**src/cpwf_pkg.sv**
```systemverilog
// Package for the cheapest price window finder.
// Widths, limits and the summary type shared by the tracker core and the top level.
// No dependencies.
package cpwf_pkg;

    localparam int MAX_POINTS = 64;
    localparam int POS_W      = $clog2(MAX_POINTS);
    localparam int PRICE_W    = 32;
    localparam int SUM_W      = 35;
    localparam int IDX_W      = 6;
    localparam int RECENT_D   = 4;
    localparam int OUT_DATA_W = 88;

    typedef struct packed {
        logic signed [PRICE_W-1:0] min_price;
        logic signed [PRICE_W-1:0] max_price;
        logic                      best_one_found;
        logic [IDX_W-1:0]          best_one_index;
        logic                      best_three_found;
        logic [IDX_W-1:0]          best_three_index;
        logic                      best_six_found;
        logic [IDX_W-1:0]          best_six_index;
    } summary_t;

endpackage

```
**src/cpwf_core.sv**
```systemverilog
// Price tracker core: series state, window sums and best-window search.
// Updates its state on step and presents, combinationally, the summary that includes the pending request.
// Depends on cpwf_pkg.
module cpwf_core
    import cpwf_pkg::*;
(
    input  logic                      clk,
    input  logic                      rst_n,
    input  logic                      step,
    input  logic                      start,
    input  logic                      missing,
    input  logic signed [PRICE_W-1:0] price,
    output summary_t                  summary
);

    logic signed [PRICE_W-1:0] recent_reg [RECENT_D];
    logic signed [PRICE_W-1:0] recent_next [RECENT_D];
    logic signed [SUM_W-1:0]   sum2_reg, sum2_next;
    logic signed [SUM_W-1:0]   sum5_reg, sum5_next;
    logic [POS_W-1:0]          pos_reg, pos_next;
    logic                      stopped_reg, stopped_next;
    logic                      any_valid_reg, any_valid_next;
    logic signed [PRICE_W-1:0] low_reg, low_next;
    logic signed [PRICE_W-1:0] high_reg, high_next;
    logic signed [PRICE_W-1:0] best1_reg, best1_next;
    logic signed [SUM_W-1:0]   best3_reg, best3_next;
    logic signed [SUM_W-1:0]   best6_reg, best6_next;
    logic                      found1_reg, found1_next;
    logic                      found3_reg, found3_next;
    logic                      found6_reg, found6_next;
    logic [IDX_W-1:0]          idx1_reg, idx1_next;
    logic [IDX_W-1:0]          idx3_reg, idx3_next;
    logic [IDX_W-1:0]          idx6_reg, idx6_next;

    logic                      take;
    logic signed [SUM_W-1:0]   price_ext;
    logic signed [SUM_W-1:0]   sum3;
    logic signed [SUM_W-1:0]   sum6;
    logic signed [PRICE_W-1:0] rb [RECENT_D];
    logic [POS_W-1:0]          pos_base;

    always_comb
    begin
        // a start clears the series before this price is looked at
        for (int k = 0; k < RECENT_D; k++)
        begin
            rb[k] = start ? '0 : recent_reg[k];
        end
        pos_base       = start ? '0 : pos_reg;
        sum2_next      = start ? '0 : sum2_reg;
        sum5_next      = start ? '0 : sum5_reg;
        any_valid_next = start ? 1'b0 : any_valid_reg;
        low_next       = start ? '0 : low_reg;
        high_next      = start ? '0 : high_reg;
        best1_next     = start ? '0 : best1_reg;
        best3_next     = start ? '0 : best3_reg;
        best6_next     = start ? '0 : best6_reg;
        found1_next    = start ? 1'b0 : found1_reg;
        found3_next    = start ? 1'b0 : found3_reg;
        found6_next    = start ? 1'b0 : found6_reg;
        idx1_next      = start ? '0 : idx1_reg;
        idx3_next      = start ? '0 : idx3_reg;
        idx6_next      = start ? '0 : idx6_reg;
        recent_next    = rb;
        pos_next       = pos_base;

        stopped_next = (start ? 1'b0 : stopped_reg) | missing;
        take         = !(start ? 1'b0 : stopped_reg) && !missing;

        price_ext = SUM_W'(price);
        sum3      = price_ext + sum2_next;
        sum6      = price_ext + sum5_next;

        if (take)
        begin
            if (!any_valid_next || price < low_next)
            begin
                low_next = price;
            end
            if (!any_valid_next || price > high_next)
            begin
                high_next = price;
            end
            any_valid_next = 1'b1;

            if (!found1_next || price < best1_next)
            begin
                best1_next  = price;
                found1_next = 1'b1;
                idx1_next   = IDX_W'(pos_base);
            end
            if (pos_base >= POS_W'(2) && (!found3_next || sum3 < best3_next))
            begin
                best3_next  = sum3;
                found3_next = 1'b1;
                idx3_next   = IDX_W'(pos_base - POS_W'(2));
            end
            if (pos_base >= POS_W'(5) && (!found6_next || sum6 < best6_next))
            begin
                best6_next  = sum6;
                found6_next = 1'b1;
                idx6_next   = IDX_W'(pos_base - POS_W'(5));
            end

            // advance the delay line and the partial sums for the next price
            recent_next[0] = price;
            for (int k = 1; k < RECENT_D; k++)
            begin
                recent_next[k] = rb[k-1];
            end
            sum2_next = price_ext + SUM_W'(rb[0]);
            sum5_next = price_ext + SUM_W'(rb[0]) + SUM_W'(rb[1])
                      + SUM_W'(rb[2]) + SUM_W'(rb[3]);

            if (pos_base == POS_W'(MAX_POINTS - 1))
            begin
                stopped_next = 1'b1;
            end
            else
            begin
                pos_next = pos_base + POS_W'(1);
            end
        end
    end

    always_ff @(posedge clk or negedge rst_n)
    begin
        if (!rst_n)
        begin
            for (int k = 0; k < RECENT_D; k++)
            begin
                recent_reg[k] <= '0;
            end
            sum2_reg      <= '0;
            sum5_reg      <= '0;
            pos_reg       <= '0;
            stopped_reg   <= 1'b1;
            any_valid_reg <= 1'b0;
            low_reg       <= '0;
            high_reg      <= '0;
            best1_reg     <= '0;
            best3_reg     <= '0;
            best6_reg     <= '0;
            found1_reg    <= 1'b0;
            found3_reg    <= 1'b0;
            found6_reg    <= 1'b0;
            idx1_reg      <= '0;
            idx3_reg      <= '0;
            idx6_reg      <= '0;
        end
        else if (step)
        begin
            recent_reg    <= recent_next;
            sum2_reg      <= sum2_next;
            sum5_reg      <= sum5_next;
            pos_reg       <= pos_next;
            stopped_reg   <= stopped_next;
            any_valid_reg <= any_valid_next;
            low_reg       <= low_next;
            high_reg      <= high_next;
            best1_reg     <= best1_next;
            best3_reg     <= best3_next;
            best6_reg     <= best6_next;
            found1_reg    <= found1_next;
            found3_reg    <= found3_next;
            found6_reg    <= found6_next;
            idx1_reg      <= idx1_next;
            idx3_reg      <= idx3_next;
            idx6_reg      <= idx6_next;
        end
    end

    // min and max stay zero until a valid price arrives
    always_comb
    begin
        summary.min_price        = low_next;
        summary.max_price        = high_next;
        summary.best_one_found   = found1_next;
        summary.best_one_index   = idx1_next;
        summary.best_three_found = found3_next;
        summary.best_three_index = idx3_next;
        summary.best_six_found   = found6_next;
        summary.best_six_index   = idx6_next;
    end

endmodule

```
**src/cheapest_price_window_finder_unit.sv**
```systemverilog
// An accepted request is held in the input register, then its summary in the output register.
// Throughput: one request per cycle while the master side does not stall; the core's
// combinational state update (two-input window adds plus compares against the stored best) sets that rate.
// A full output register that the master does not take stalls the input register; both hold under backpressure.
// Reset (rst_n low, asynchronous) empties both stages and stops the tracker until
// the first request with series_start set.
module cheapest_price_window_finder_unit
    import cpwf_pkg::*;
(
    input  logic                  clk,
    input  logic                  rst_n,
    input  logic                  s_axis_tvalid,
    output logic                  s_axis_tready,
    input  logic [PRICE_W-1:0]    s_axis_tdata,  // [31:0] price
    input  logic [1:0]            s_axis_tuser,  // [0] series_start, [1] price_missing
    output logic                  m_axis_tvalid,
    input  logic                  m_axis_tready,
    // [31:0] min_price, [63:32] max_price, [64] best_one_found, [70:65] best_one_index,
    // [71] best_three_found, [77:72] best_three_index, [78] best_six_found,
    // [84:79] best_six_index, [87:85] zero
    output logic [OUT_DATA_W-1:0] m_axis_tdata
);

    logic                      in_valid_reg;
    logic                      in_start_reg;
    logic                      in_missing_reg;
    logic signed [PRICE_W-1:0] in_price_reg;
    logic                      out_valid_reg, out_valid_next;
    summary_t                  out_sum_reg;
    summary_t                  summary;
    logic                      advance;
    logic                      in_load;

    assign advance       = in_valid_reg && (!out_valid_reg || m_axis_tready);
    assign s_axis_tready = !in_valid_reg || advance;
    assign in_load       = s_axis_tvalid && s_axis_tready;

    always_comb
    begin
        if (advance)
        begin
            out_valid_next = 1'b1;
        end
        else if (m_axis_tready)
        begin
            out_valid_next = 1'b0;
        end
        else
        begin
            out_valid_next = out_valid_reg;
        end
    end

    always_ff @(posedge clk or negedge rst_n)
    begin
        if (!rst_n)
        begin
            in_valid_reg  <= 1'b0;
            out_valid_reg <= 1'b0;
        end
        else
        begin
            if (in_load)
            begin
                in_valid_reg <= 1'b1;
            end
            else if (advance)
            begin
                in_valid_reg <= 1'b0;
            end
            out_valid_reg <= out_valid_next;
        end
    end

    always_ff @(posedge clk)
    begin
        if (in_load)
        begin
            in_start_reg   <= s_axis_tuser[0];
            in_missing_reg <= s_axis_tuser[1];
            in_price_reg   <= s_axis_tdata;
        end
        if (advance)
        begin
            out_sum_reg <= summary;
        end
    end

    cpwf_core u_core (
        .clk     (clk),
        .rst_n   (rst_n),
        .step    (advance),
        .start   (in_start_reg),
        .missing (in_missing_reg),
        .price   (in_price_reg),
        .summary (summary)
    );

    assign m_axis_tvalid = out_valid_reg;
    assign m_axis_tdata  = {3'b000,
                            out_sum_reg.best_six_index,   out_sum_reg.best_six_found,
                            out_sum_reg.best_three_index, out_sum_reg.best_three_found,
                            out_sum_reg.best_one_index,   out_sum_reg.best_one_found,
                            out_sum_reg.max_price,        out_sum_reg.min_price};

endmodule

```
**config.mk**
```make
export PLATFORM = sky130hd
export DESIGN_NAME = cheapest_price_window_finder_unit
export DESIGN_NICKNAME = d
export VERILOG_FILES = /design/src/cpwf_pkg.sv /design/src/cpwf_core.sv /design/src/cheapest_price_window_finder_unit.sv
export SDC_FILE = /design/constraint.sdc
export NUM_CORES = 2
export LEC_CHECK = 0
export BUFFER_PORTS_ARGS = -buffer_cell sky130_fd_sc_hd__buf_2
export CORE_MARGIN = 1.5
export CORE_UTILIZATION = 40
export DETAILED_ROUTE_END_ITERATION = 8
export PLACE_DENSITY = 0.63
export SLEW_MARGIN = 10
export SYNTH_ARGS = -nofsm -noshare
export SYNTH_HDL_FRONTEND = slang
export SYNTH_HIERARCHICAL = 1
export SYNTH_SLANG_ARGS = --single-unit
```
**constraint.sdc**
```tcl
create_clock -name clk -period 7.3 [get_ports clk]
set_input_delay 1.46 -clock clk [delete_from_list [all_inputs] [get_ports clk]]
set_output_delay 1.46 -clock clk [all_outputs]
set_load 0.03 [all_outputs]
```
==> impl_metrics.tcl <==
set metrics [dict create \
    slowest_stage "or2_2" \
    synth_top_area_share_pct 29.2 \
    period_minus_slack_ps 6720 \
    cts_resized 0 \
    cts_buffers 57 \
    slew_headroom_pct 19.9 \
    cts_max_level 2 \
    status "completed" \
    rsz0062_at_grt "false" \
    die_x_um 294 \
    final_max_slew_viol_count 0 \
    cts-root-buf "clkbuf_16" \
    path_cells "buf_12 -> nor2b_1 -> ha_1 -> o21a_1 -> nor2_1 -> o2bb2ai_1 -> o31a_1 -> o31ai_1 -> a41o_1 -> a21o_1 -> a21oi_1 -> xnor2_1 -> ha_1 -> nor4_1 -> o211ai_1 -> a2111oi_0 -> o211ai_1 -> a21oi_1 -> o31ai_2 -> a2111o_1 -> o211ai_2 -> or2_2 -> buf_4 -> mux2i_1" \
    start_util_pct 40.4 \
    seqCellArea_um2 13500 \
    cp-end-kind "register" \
    clk_latency_ps 650 \
    path_clk_slew_ps 70 \
    drt_iter0_drc 2098 \
    core-area_um2 83700 \
    crit_type "reg -> reg" \
    cts_buffer_depth 3 \
    reg2reg_to "u_core/idx3_reg[2]" \
    die_h_um 294 \
    setup_viol 0 \
    gp_congestion 0.919 \
    dieArea_um2 86200 \
    hold_buffers 0 \
    synthFlopType "dfrtp_1" \
    finalSetupTns_ps 0 \
    min_path_cells 2 \
    min_from "u_core/found1_reg" \
    power_leakage_uw 0.0180 \
    clock.fmax_mhz 149 \
    grt_overflow 0 \
    wl_mm 96.9 \
    finalCritPeriodShare_pct 92.1 \
    synth.avg_cell_area_um2 10.0 \
    num_vias 25900 \
    n_fill_cell 7856 \
    worst_slew_pin_slew_ps 1200 \
    final_common_cell "nand2_1" \
    io_pins 128 \
    antenna_found_initial 2 \
    grt_pass1_wl_mm 150 \
    arrival_ps 7260 \
    skew_ps 37.8 \
    final_cell_mix "nand2_1 (395), dfrtp_1 (394), ha_1 (301)" \
    worst_hold_path.endpoint "u_core/found1_reg" \
    wl_per_cell_um 20.9 \
    cpPeakStageDelay_ps 910 \
    num-nets-final 3856 \
    ys_ff_latch 514 \
    synth_edf_count 119 \
    yosys-top-cells-area "dfrtp_1 (29%), ha_1 (11%), edfxtp_1 (11%)" \
    dp_hpwl_mm 69.0 \
    grt_max_degree 167 \
    cp-start-kind "register" \
    grtUsageTotal_pct 22.2 \
    placed_area_um2 35800 \
    syn_inst 3367 \
    portBuffers 124 \
    hold_viol_final 0 \
    power_density_nw_per_um2 276 \
    path_max_fanout 68 \
    ant_nets 0 \
    clock_sink_count 514 \
    syn_to_final_growth_pct 12.2 \
    avgViaCountPerCell 5.60 \
    yosysSeqAreaShare_pct 39.8 \
    largest_register_ffs 128 \
    ys.warnings.count 6 \
    rows 106 \
    drv_cap 0 \
    grt_pass1_vias 24900 \
    min_path_type "reg -> reg" \
    drive_above_1_share_pct 12.3 \
    post_cts_buffers 0 \
    required_ps 7840 \
    timing.rr.start "in_start_reg" \
    synth_area_leader_cell "dfrtp_1" \
    ir_drop_uv 209 \
    cts_tree "done" \
    async_flop_share_pct 76.8 \
    drt_pass1_iterations 7 \
    ff2ff_path_depth 24 \
    multi_input_comb_area_um2 19200 \
    ff2ff_setup_slack_ps 580 \
    synth_area_um2 33800 \
    drc 0 \
    synthDistinctLibCells 87 \
    final_area_um2 37900 \
]
==> per-stage QoR <==
step / hold slack (ps) / setup slack [ps] / cells / power [uW] / utilization [%]
2_1_floorplan: 439 / 1180 / 3369 / 6190 / -
3_5_place_dp: 457 / 634 / 4524 / 7190 / 42.8
4_1_cts: 472 / 574 / 4632 / 10500 / 45.3
3_3_place_gp: 453 / 732 / 4524 / 7160 / 42.8
5_1_grt: 476 / 74.6 / 4632 / 11100 / 45.3
6_report: 471 / 577 / 4633 / 10500 / 45.3
==> cells by family (layout without fill, tap and decap cells) <==
family | after synthesis | in the layout | share of synthesized area, %
AO/OA/AOI/OAI | 874 | 874 | 18.3
XOR/XNOR | 116 | 116 | 3.01
adder cells (fa/ha/maj) | 369 | 369 | 15.2
buffers and inverters | 309 | 438 | 3.72
flip-flops | 514 | 514 | 39.8
multiplexers | 143 | 143 | 4.60
other | 1 | 4 | 0.0111
AND/OR/NAND/NOR | 1041 | 1041 | 15.4
==> critical path: cells and delay by family, from the launching register on <==
family	cells	cell delay (ps)
flops	1	420
simple gates	4	1370
mux	1	210
fa+ha+maj	2	570
compound gates	14	3220
xor+xnor	1	160
buf+inv	2	620
==> per-layer routing <==
metal	vias up	part of all wire, %	track usage [%]
met5	-	0.010	0
met4	2	3.0	6.74
met3	125	5.3	3.06
met2	630	44	34.4
met1	12900	47	32.2
li1	12300	-	-
==> report_power, final <==
part / switching [uW] / total (uW) / internal (uW)
sequential: 273 / 3660 / 3390
clock: 1300 / 3270 / 1970
combinational: 2110 / 3530 / 1420
total: 3680 / 10500 / 6770
==> synthesized netlist by cell type, types with 12 or more instances <==
cell,instances
a211oi_1,21
a21o_1,124
a21oi_1,161
a22o_1,158
a22oi_1,12
a31o_2,64
a31oi_1,49
and2_1,34
and3_1,78
buf_1,12
clkbuf_1,133
dfrtp_1,394
edfxtp_1,119
fa_1,68
ha_1,301
inv_1,138
mux2_4,24
mux2i_1,117
nand2_1,398
nand2b_1,18
nand3_1,45
nand4_1,34
nor2_1,125
nor2b_1,220
nor3_1,33
o211ai_1,14
o21a_1,25
o21ai_0,130
o21bai_1,16
o31ai_1,15
or3_1,12
xnor2_1,80
xor2_1,36
==> worst max-delay path by stage <==
stage / from / end / slack, ps / cells past startpoint
after global routing: in_start_reg / u_core/sum5_reg[32] / 70 / 25
after floorplan: in_start_reg / u_core/best3_reg[10] / 1180 / 28
after CTS: in_start_reg / u_core/idx3_reg[2] / 570 / 24
after global placement: in_start_reg / u_core/idx3_reg[0] / 730 / 24
after detailed placement: in_start_reg / u_core/best3_reg[32] / 630 / 24
final: in_start_reg / u_core/idx3_reg[2] / 580 / 24
==> cell type report <==
type                            count  share of cell area, %
Timing Repair Buffer              192                   3.14
Sequential cell                   514                   35.5
Clock inverter                     43                   1.52
Antenna cell                        1                0.00660
Clock buffer                       65                   4.11
Tap cell                         1134                   3.74
Multi-Input combinational cell   2546                   50.6
Inverter                          138                   1.38
Power figures use the tool's default switching activity.
